<file path="src/hdl/mfn_pkg.sv">
// Package for the mixed fraction normaliser.
// Holds the transaction payload types, status codes and sequencer states.
// No dependencies.
package mfn_pkg;

  typedef struct packed {
    logic [31:0] num_in;
    logic [31:0] den_in;
    logic [31:0] whole_in;
  } in_t;

  typedef struct packed {
    logic [31:0] whole_out;
    logic [31:0] num_out;
    logic [31:0] den_out;
    logic [1:0]  status;
  } out_t;

  localparam logic [1:0] ST_OK        = 2'd0;
  localparam logic [1:0] ST_ZERO_DEN  = 2'd1;
  localparam logic [1:0] ST_SATURATED = 2'd2;

  typedef enum logic [2:0] {
    S_IDLE,
    S_EXTRACT,
    S_GCD,
    S_DIVN,
    S_DIVD,
    S_DONE
  } state_t;

endpackage

</file>
<file path="src/hdl/mfn_divider.sv">
// Radix-2 restoring divider producing one quotient bit per cycle.
// Used for the whole-part extraction, every Euclid step and the final reductions.
// No package dependencies.
module mfn_divider #(
  parameter int W = 32
) (
  input  logic         clk,
  input  logic         rst_n,
  input  logic         start,
  input  logic [W-1:0] dividend,
  input  logic [W-1:0] divisor,
  output logic         done,
  output logic [W-1:0] quo,
  output logic [W-1:0] rem
);

  localparam int CW = $clog2(W + 1);

  logic          busy_r, busy_nxt;
  logic [CW-1:0] cnt_r, cnt_nxt;
  logic [W-1:0]  quo_r, quo_nxt;
  logic [W-1:0]  rem_r, rem_nxt;
  logic [W-1:0]  dvs_r, dvs_nxt;
  logic [W:0]    shifted;
  logic [W:0]    diff;

  assign shifted = {rem_r, quo_r[W-1]};
  assign diff    = shifted - {1'b0, dvs_r};
  assign done    = busy_r && (cnt_r == '0);
  assign quo     = quo_r;
  assign rem     = rem_r;

  always_comb begin
    busy_nxt = busy_r;
    cnt_nxt  = cnt_r;
    quo_nxt  = quo_r;
    rem_nxt  = rem_r;
    dvs_nxt  = dvs_r;
    if (start) begin
      busy_nxt = 1'b1;
      cnt_nxt  = CW'(W);
      quo_nxt  = dividend;
      rem_nxt  = '0;
      dvs_nxt  = divisor;
    end else if (busy_r) begin
      if (cnt_r == '0) begin
        busy_nxt = 1'b0;
      end else begin
        cnt_nxt = cnt_r - CW'(1);
        if (!diff[W]) begin
          rem_nxt = diff[W-1:0];
          quo_nxt = {quo_r[W-2:0], 1'b1};
        end else begin
          rem_nxt = shifted[W-1:0];
          quo_nxt = {quo_r[W-2:0], 1'b0};
        end
      end
    end
  end

  always_ff @(posedge clk) begin
    if (!rst_n) begin
      busy_r <= 1'b0;
      cnt_r  <= '0;
    end else begin
      busy_r <= busy_nxt;
      cnt_r  <= cnt_nxt;
    end
    quo_r <= quo_nxt;
    rem_r <= rem_nxt;
    dvs_r <= dvs_nxt;
  end

endmodule

</file>
<file path="src/hdl/mixed_fraction_normalizer.sv">
// Mixed fraction normaliser: whole-part extraction and Euclidean reduction.
// The sequencer makes one divider run for extraction when num >= den, one per Euclid step,
// and two more when the divisor found exceeds one. A zero denominator or a zero input numerator
// skips the divider. One transaction at a time: a new input is accepted only in idle, after the
// last result has been registered at the output. Synchronous active-low reset returns the
// sequencer to idle and empties the output.
module mixed_fraction_normalizer
  import mfn_pkg::*;
#(
  parameter int VALUE_BITS = 32
) (
  input  logic clk,
  input  logic rst_n,
  input  logic in_valid,
  output logic in_ready,
  input  in_t  in_data,
  output logic out_valid,
  input  logic out_ready,
  output out_t out_data
);

  localparam int W = VALUE_BITS;
  localparam logic [W-1:0] MAX_VAL = {W{1'b1}};

  state_t       state_r, state_nxt;
  logic [W-1:0] whole_r, whole_nxt;
  logic [W-1:0] num_r, num_nxt;
  logic [W-1:0] den_r, den_nxt;
  logic [W-1:0] b_r, b_nxt;
  logic [1:0]   status_r, status_nxt;
  out_t         out_r, out_nxt;
  logic         out_valid_r, out_valid_nxt;

  logic         div_start;
  logic [W-1:0] div_dvd;
  logic [W-1:0] div_dvs;
  logic         div_done;
  logic [W-1:0] div_quo;
  logic [W-1:0] div_rem;

  logic [W-1:0] n_in, d_in, w_in;

  assign n_in = W'(in_data.num_in);
  assign d_in = W'(in_data.den_in);
  assign w_in = W'(in_data.whole_in);

  mfn_divider #(.W(W)) u_div (
    .clk      (clk),
    .rst_n    (rst_n),
    .start    (div_start),
    .dividend (div_dvd),
    .divisor  (div_dvs),
    .done     (div_done),
    .quo      (div_quo),
    .rem      (div_rem)
  );

  assign out_valid = out_valid_r;
  assign out_data  = out_r;

  always_comb begin
    state_nxt     = state_r;
    whole_nxt     = whole_r;
    num_nxt       = num_r;
    den_nxt       = den_r;
    b_nxt         = b_r;
    status_nxt    = status_r;
    out_nxt       = out_r;
    out_valid_nxt = out_valid_r && !out_ready;
    in_ready      = 1'b0;
    div_start     = 1'b0;
    div_dvd       = num_r;
    div_dvs       = b_r;
    unique case (state_r)
      S_IDLE: begin
        in_ready = 1'b1;
        if (in_valid) begin
          whole_nxt  = w_in;
          num_nxt    = n_in;
          den_nxt    = d_in;
          status_nxt = ST_OK;
          if (d_in == '0) begin
            status_nxt = ST_ZERO_DEN;
            state_nxt  = S_DONE;
          end else if (n_in >= d_in) begin
            div_start = 1'b1;
            div_dvd   = n_in;
            div_dvs   = d_in;
            state_nxt = S_EXTRACT;
          end else if (n_in == '0) begin
            state_nxt = S_DONE;
          end else begin
            div_start = 1'b1;
            div_dvd   = d_in;
            div_dvs   = n_in;
            b_nxt     = n_in;
            state_nxt = S_GCD;
          end
        end
      end
      S_EXTRACT: begin
        if (div_done) begin
          num_nxt = div_rem;
          if (div_quo > ~whole_r) begin
            whole_nxt  = MAX_VAL;
            status_nxt = ST_SATURATED;
          end else begin
            whole_nxt = whole_r + div_quo;
          end
          if (div_rem == '0) begin
            state_nxt = S_DONE;
          end else begin
            div_start = 1'b1;
            div_dvd   = den_r;
            div_dvs   = div_rem;
            b_nxt     = div_rem;
            state_nxt = S_GCD;
          end
        end
      end
      S_GCD: begin
        if (div_done) begin
          if (div_rem == '0) begin
            if (b_r > W'(1)) begin
              div_start = 1'b1;
              div_dvd   = num_r;
              div_dvs   = b_r;
              state_nxt = S_DIVN;
            end else begin
              state_nxt = S_DONE;
            end
          end else begin
            div_start = 1'b1;
            div_dvd   = b_r;
            div_dvs   = div_rem;
            b_nxt     = div_rem;
          end
        end
      end
      S_DIVN: begin
        if (div_done) begin
          num_nxt   = div_quo;
          div_start = 1'b1;
          div_dvd   = den_r;
          div_dvs   = b_r;
          state_nxt = S_DIVD;
        end
      end
      S_DIVD: begin
        if (div_done) begin
          den_nxt   = div_quo;
          state_nxt = S_DONE;
        end
      end
      S_DONE: begin
        if (!out_valid_r || out_ready) begin
          out_nxt.whole_out = 32'(whole_r);
          out_nxt.num_out   = 32'(num_r);
          out_nxt.den_out   = 32'(den_r);
          out_nxt.status    = status_r;
          out_valid_nxt     = 1'b1;
          state_nxt         = S_IDLE;
        end
      end
      default: begin
        state_nxt = S_IDLE;
      end
    endcase
  end

  always_ff @(posedge clk) begin
    if (!rst_n) begin
      state_r     <= S_IDLE;
      out_valid_r <= 1'b0;
    end else begin
      state_r     <= state_nxt;
      out_valid_r <= out_valid_nxt;
    end
    whole_r  <= whole_nxt;
    num_r    <= num_nxt;
    den_r    <= den_nxt;
    b_r      <= b_nxt;
    status_r <= status_nxt;
    out_r    <= out_nxt;
  end

endmodule
</file>
<file path="config.mk">
export PLATFORM = sky130hd
export DESIGN_NAME = mixed_fraction_normalizer
export DESIGN_NICKNAME = d
export VERILOG_FILES = /design/src/hdl/mfn_pkg.sv /design/src/hdl/mfn_divider.sv /design/src/hdl/mixed_fraction_normalizer.sv
export SDC_FILE = /design/constraint.sdc
export NUM_CORES = 1
export LEC_CHECK = 0
export BUFFER_PORTS_ARGS = -buffer_cell sky130_fd_sc_hd__buf_2
export CAP_MARGIN = 20
export CORE_MARGIN = 2
export CORE_UTILIZATION = 55
export CTS_BUF_LIST = sky130_fd_sc_hd__clkbuf_16
export CTS_CLUSTER_DIAMETER = 40
export DETAILED_ROUTE_END_ITERATION = 7
export PLACE_DENSITY = 0.76
export SLEW_MARGIN = 10
export SYNTH_ARGS = -nofsm -noshare
export SYNTH_HDL_FRONTEND = slang
export SYNTH_SLANG_ARGS = --single-unit
</file>
<file path="constraint.sdc">
create_clock -name clk -period 5.68 [get_ports clk]
set_clock_uncertainty 0.15 [all_clocks]
set_input_delay 0 -clock clk [delete_from_list [all_inputs] [get_ports clk]]
set_output_delay 0 -clock clk [all_outputs]
set_load 0.02 [all_outputs]
</file>
Word-level counts from Yosys, hierarchy flattened
Cells that the tools add are included.

Eq/ne operators: 16. Bitwise gates (word level): 3. Muxes and demuxes: 74. $add $sub $neg: 3. Order comparisons: 3. Reduce and logical (&&, ||, !) cells: 26.

Operators by type and width (count): 2-to-1 mux 32 bit (29); case mux 32 bit (2 select lines) (4); case mux 32 bit (4 select lines) (1); logical NOT 32 bit (3); case mux 32 bit (3 select lines) (1); 2-to-1 mux 3 bit (12); subtractor 33 x 32 -> 33 bit (1); adder 32 bit (1); >= comparator 32 bit (1); > comparator 32 x 1 -> 1 bit, second input constant (1); > comparator 32 bit (1); inverter 32 bit (1); inequality test 2 bit, second input constant (11); 2-to-1 mux 1 bit (18); 2-to-1 mux 6 bit (3); case mux 3 bit (6 select lines) (1); AND reduction 4 bit (3); nonzero test 2 bit (4); AND reduction 7 bit (1); == test 3 x 2 -> 1 bit, second input constant (2); == test 3 bit, second input constant (2); logical NOT 6 bit (1); 2-to-1 mux 2 bit (3); AND reduction 2 bit (3); 12 further kinds (17).

Logic and storage cells: 142. Output and inout bits: 100. Flip-flop bits (word level): 335. Input port bits: 100.

Logic depth before layout (Yosys ltp)
Depth after elaboration: 8. Gate-level depth with buffers: 14. Gate-level depth less buffers: 12.

Hierarchy
A second synthesis with hierarchy kept.

Cells, all modules: 2186. Area total of the unflattened synthesis: 21712.1 µm².

Modules (own cells, without submodules): mixed_fraction_normalizer (times used 1, sequential area each 6926.6 µm², cells an instance 1617, area an instance 15832.7 µm²); mfn_divider (times used 1, sequential area each 2702.6 µm², cells an instance 569, area an instance 5879.4 µm²).

Least setup slack after synthesis
No wires, ideal clock.

Path type: register to register. Start point: register state_r[0]. End point: register out_r, in the netlist out_data[0], enable pin. Period minus slack after synthesis: 6.107 ns. Setup time: 0.567 ns. Cell stages (with the launch flop): 5. Required time: 4.963 ns. Arrival time: 5.390 ns. Slack: -0.427 ns. Buffers on the path: 2. Cells stage by stage: dfxtp_1 buf_1 buf_1 nand3_1 nor2b_1.

Word-level cells in the longest chain between the ends: 2.

RTL lines: from (decl) (line mixed_fraction_normalizer.sv:25) `state_t state_r, state_nxt;`; from (signal assigned) (line mixed_fraction_normalizer.sv:176) `state_r <= state_nxt;`; == test 3 bit (line mixed_fraction_normalizer.sv:74) `unique case (state_r)`; AND reduction 2 bit (no source line); to (signal assigned) (line mixed_fraction_normalizer.sv:184) `out_r <= out_nxt;`; to (decl) (line mixed_fraction_normalizer.sv:31) `out_t out_r, out_nxt;`.

No other way between the ends. A chain may end at the register's enable or synchronous reset.

Worst setup path in the final report
Start point: input port in_data[64] (netlist bit). End point: register u_div.quo_r[14] (netlist: u_div.quo[14]) (data pin).

Word-level cells in the longest chain between the ends: 7. Elaborated cells between the ends (all ways): 13. Classes of those cells: 1 x order compare; 11 x mux; 1 x reduce/logical.

RTL lines: from (decl) (line mixed_fraction_normalizer.sv:16) `input in_t in_data,`; parallel branches: the longest is 6 deep, another holds >= comparator 32 bit; 2-to-1 mux 32 bit * (line mfn_divider.sv:39) `if (start) begin`; net u_div.quo_nxt[14] (line mfn_divider.sv:21) `logic [W-1:0] quo_r, quo_nxt;`; to (signal assigned) (line mfn_divider.sv:69) `quo_r <= quo_nxt;`; to (decl) (line mfn_divider.sv:21).

Mark *: on every way through the listed nets, which the timed path passes.

==> impl_metrics.json <==
{
  "setup_slack_ns": 1.373,
  "worstMarginPinSlew_ns": 1.119,
  "grt_start_max_net_pins": 80,
  "leakagePower_nw": 9.887,
  "tritoncts.num_buffers": 52,
  "layout-drive-gt1-share_pct": 16.54,
  "worstSetupPathType": "input port to flop",
  "grt_first_pass_wirelength_mm": 105.5,
  "drt_pre_antenna_iters": 6,
  "drv.max_cap_violation_count": 0,
  "synth.yosys.warnings": 0,
  "power.density_mw_per_mm2": 635.3,
  "layout.cells.most_common_list": "sky130_fd_sc_hd__edfxtp_1, sky130_fd_sc_hd__nand2_1, sky130_fd_sc_hd__buf_2, sky130_fd_sc_hd__o21ai_0, sky130_fd_sc_hd__nor2_1",
  "crit_fanout": 67,
  "final_util_pct": 67.25,
  "worst_skew_pair.late_latency_ns": 0.59,
  "clockRootBuffer": "sky130_fd_sc_hd__clkbuf_16",
  "floorplan.initialDensity_pct": 55.48,
  "drt_iter0_drc": 2365,
  "placeableCoreArea_sq_mm": 0.03643,
  "routed_wire_length_per_instance_um": 24.56,
  "numPlacedInstances": 2610,
  "final.period_utilization_pct": 75.83,
  "timing.critical_path.max_delay_family": "buffers and inverters",
  "setup_repair_after_global_routing_missed_its_margin": "no",
  "groute.usage.overall_pct": 35.63,
  "flow.area_growth_from_synthesis_pct": 21.21,
  "final_nets": 2497,
  "final-max-slew-violation-count": 0,
  "num-fill-cells": 2762,
  "via_per_inst": 6.626,
  "regArea_sq_mm": 0.009630,
  "fmaxAchievable_mhz": 232.2,
  "yosys_register_bits": 335,
  "crit_slowest_cell": "sky130_fd_sc_hd__buf_4",
  "hold_slack_ns": 0.1309,
  "h_tree_depth": 2,
  "global_route.usage.met1_pct": 47.02,
  "synth_enable_flop_cells": 292,
  "place_congestion": 0.9594,
  "run_status": "finished clean",
  "port_buffers": 199,
  "layout.cells.non_filler": 2808,
  "post_cts.repair.setup_buffers": 0,
  "global_route.usage.met3_pct": 6.172,
  "yosysUniqueCellTypes": 75,
  "floorplan.die.width_um": 195.7,
  "vias_in_the_first_global_route": 18260,
  "i_o_pin_count": 200,
  "detail_route.wirelength_mm": 68.96,
  "final-hold-violation-count": 0,
  "overflow": 0,
  "crit_buf_inv": 5,
  "max-slew-margin-rel_pct": 25.09,
  "clk_transition_reported_paths_ns": 0.05,
  "async_reset_ff_share_pct": 0,
  "cp_slowest_stage_delay_ns": 0.83,
  "via_count": 18610,
  "placement.setup.worst_slack_ns": 1.495,
  "grt_util_met2_pct": 57.38,
  "report.final.setup_viol": 0,
  "mostFrequentLayoutCell": "sky130_fd_sc_hd__edfxtp_1",
  "multi_input_comb_area_sq_mm": 0.009853,
  "finalSetupTns_ns": 0,
  "fp.dieH_um": 195.7,
  "worst_vdd_rail_ir_drop_mv": 0.4199,
  "hpwlAfterDp_mm": 46.16,
  "cts-root-to-sink-buffers": 3,
  "tritoncts": "yes",
  "floorplan.die_area_sq_mm": 0.03830,
  "postRouteAntennaNets": 0,
  "synth_cells": 2030,
  "yosysSeqAreaShare_pct": 47.64,
  "worstSetupEndpointType": "flop",
  "cts.sinks": 335,
  "syn_nets": 2231,
  "crit_path_cell_trace": "dlygate4sd3_1 -> buf_2 -> inv_1 -> ha_1 -> nand2b_1 -> a2111oi_0 -> or4_1 -> a311oi_1 -> o31ai_1 -> and2_4 -> buf_4 -> mux2i_1 -> dlygate4sd3_1 -> o221ai_1",
  "post_synth.cell_area_avg_sq_um": 9.957,
  "num_antenna_cells": 0,
  "hold_class": "input port to flop",
  "remaining_drc_errors": 0,
  "number_of_core_rows": 70,
  "grt_antenna_before_repair": 2,
  "post-route-min-period_ns": 4.307,
  "syn_area_sq_mm": 0.02021,
  "required_ns": 5.82,
  "crit_path_frequent_cell": "sky130_fd_sc_hd__dlygate4sd3_1",
  "grt_most_used_layer": "met2",
  "arrival_ns": 4.45,
  "ys_dominant_reg_cell": "sky130_fd_sc_hd__edfxtp_1",
  "crit_path_start_kind": "input port",
  "ff2ff_setup_slack_ns": 1.39
}
-- layout make-up --
| type | instances | area share, % |
|---|---|---|
| clock buffer | 54 | 5.515 |
| clock inverter | 44 | 1.981 |
| inverter | 98 | 1.501 |
| multi-input combinational | 1482 | 40.22 |
| sequential | 335 | 39.31 |
| tap | 468 | 2.390 |
| timing repair buffer | 327 | 9.090 |
-- Yosys cell counts (all sizes together), types with 27 or more instances --
| cell type | instances | area (sq um) |
|---|---|---|
| xnor2 | 31 | 271.5 |
| inv | 97 | 364.1 |
| buf | 27 | 137.6 |
| nor4 | 36 | 225.2 |
| a21o | 41 | 307.8 |
| a221o | 35 | 350.3 |
| edfxtp | 292 | 8768 |
| a21oi | 134 | 670.6 |
| mux2 | 34 | 382.9 |
| nand2 | 269 | 1010 |
| a22oi | 69 | 518.0 |
| a31oi | 27 | 168.9 |
| nor2 | 146 | 548.0 |
| ha | 99 | 1239 |
| mux2i | 86 | 860.8 |
| clkbuf | 88 | 331.6 |
| dfxtp | 43 | 860.8 |
| o21ai | 156 | 788.3 |
| o221ai | 31 | 271.5 |
-- logic make-up (layout without fill, tap and decap cells) --
kind of cell,Yosys count,in the layout,synth area share (%)
xor+xnor,57,57,2.470
mux,120,120,6.153
buf+inv,213,523,4.141
compound gates,613,613,20.24
fa+ha+maj,101,101,6.326
flops,335,335,47.64
simple gates,591,591,13.04
-- what timing repair did --
item                                   CTS  global route
hold buffers                           100             0
setup endpoints to repair                0             0
endpoints found under the hold margin  176             0
resized for setup                        0             0
-- state kept, by name, summed over array words and instances, names as in the netlist --
name,flops
u_div.rem,32
u_div.dvs_r,32
u_div.busy_r,1
out_data,98
u_div.cnt_r,6
b_r,32
out_valid,1
num_r,32
whole_r,32
state_r,3
u_div.quo,32
status_r,2
den_r,32
-- tightest hold or removal path: stages --
cell and delay (ns):
sky130_fd_sc_hd__dlygate4sd3_1 0.52, sky130_fd_sc_hd__buf_2 0.09, sky130_fd_sc_hd__o22a_1 0.13
-- stage by stage --
step	power [mW]	instance area [sq um]
floorplan	9.649	20220
global placement	11.68	21650
detailed placement	11.85	21660
CTS	15.31	24500
global route	16.34	24500
finish	15.57	24500
-- path summary, 6_finish.rpt --
kind	start	cells after the start	to
worst min-delay path	in_data[27]	3	whole_r[27]
worst max register to register	u_div.quo[31]	12	u_div.rem[0]
worst min register to register	status_r[1]	0	out_data[1]
worst max-delay path	in_data[64]	14	u_div.quo[14]
-- metal layers --
layer	part of all wire (%)	vias to the layer above
met4	5.7	4
met2	45	1363
met3	11	287
met1	37	8724
met5	0.035	-
li1	-	8227
-- power breakdown --
part / leakage, nW / switching [mW] / internal, mW
Sequential: 3.09 / 0.906 / 3.96
Combinational: 5.91 / 4.71 / 2.64
Clock: 0.887 / 1.27 / 2.08
(Power assumes the default switching activity.)
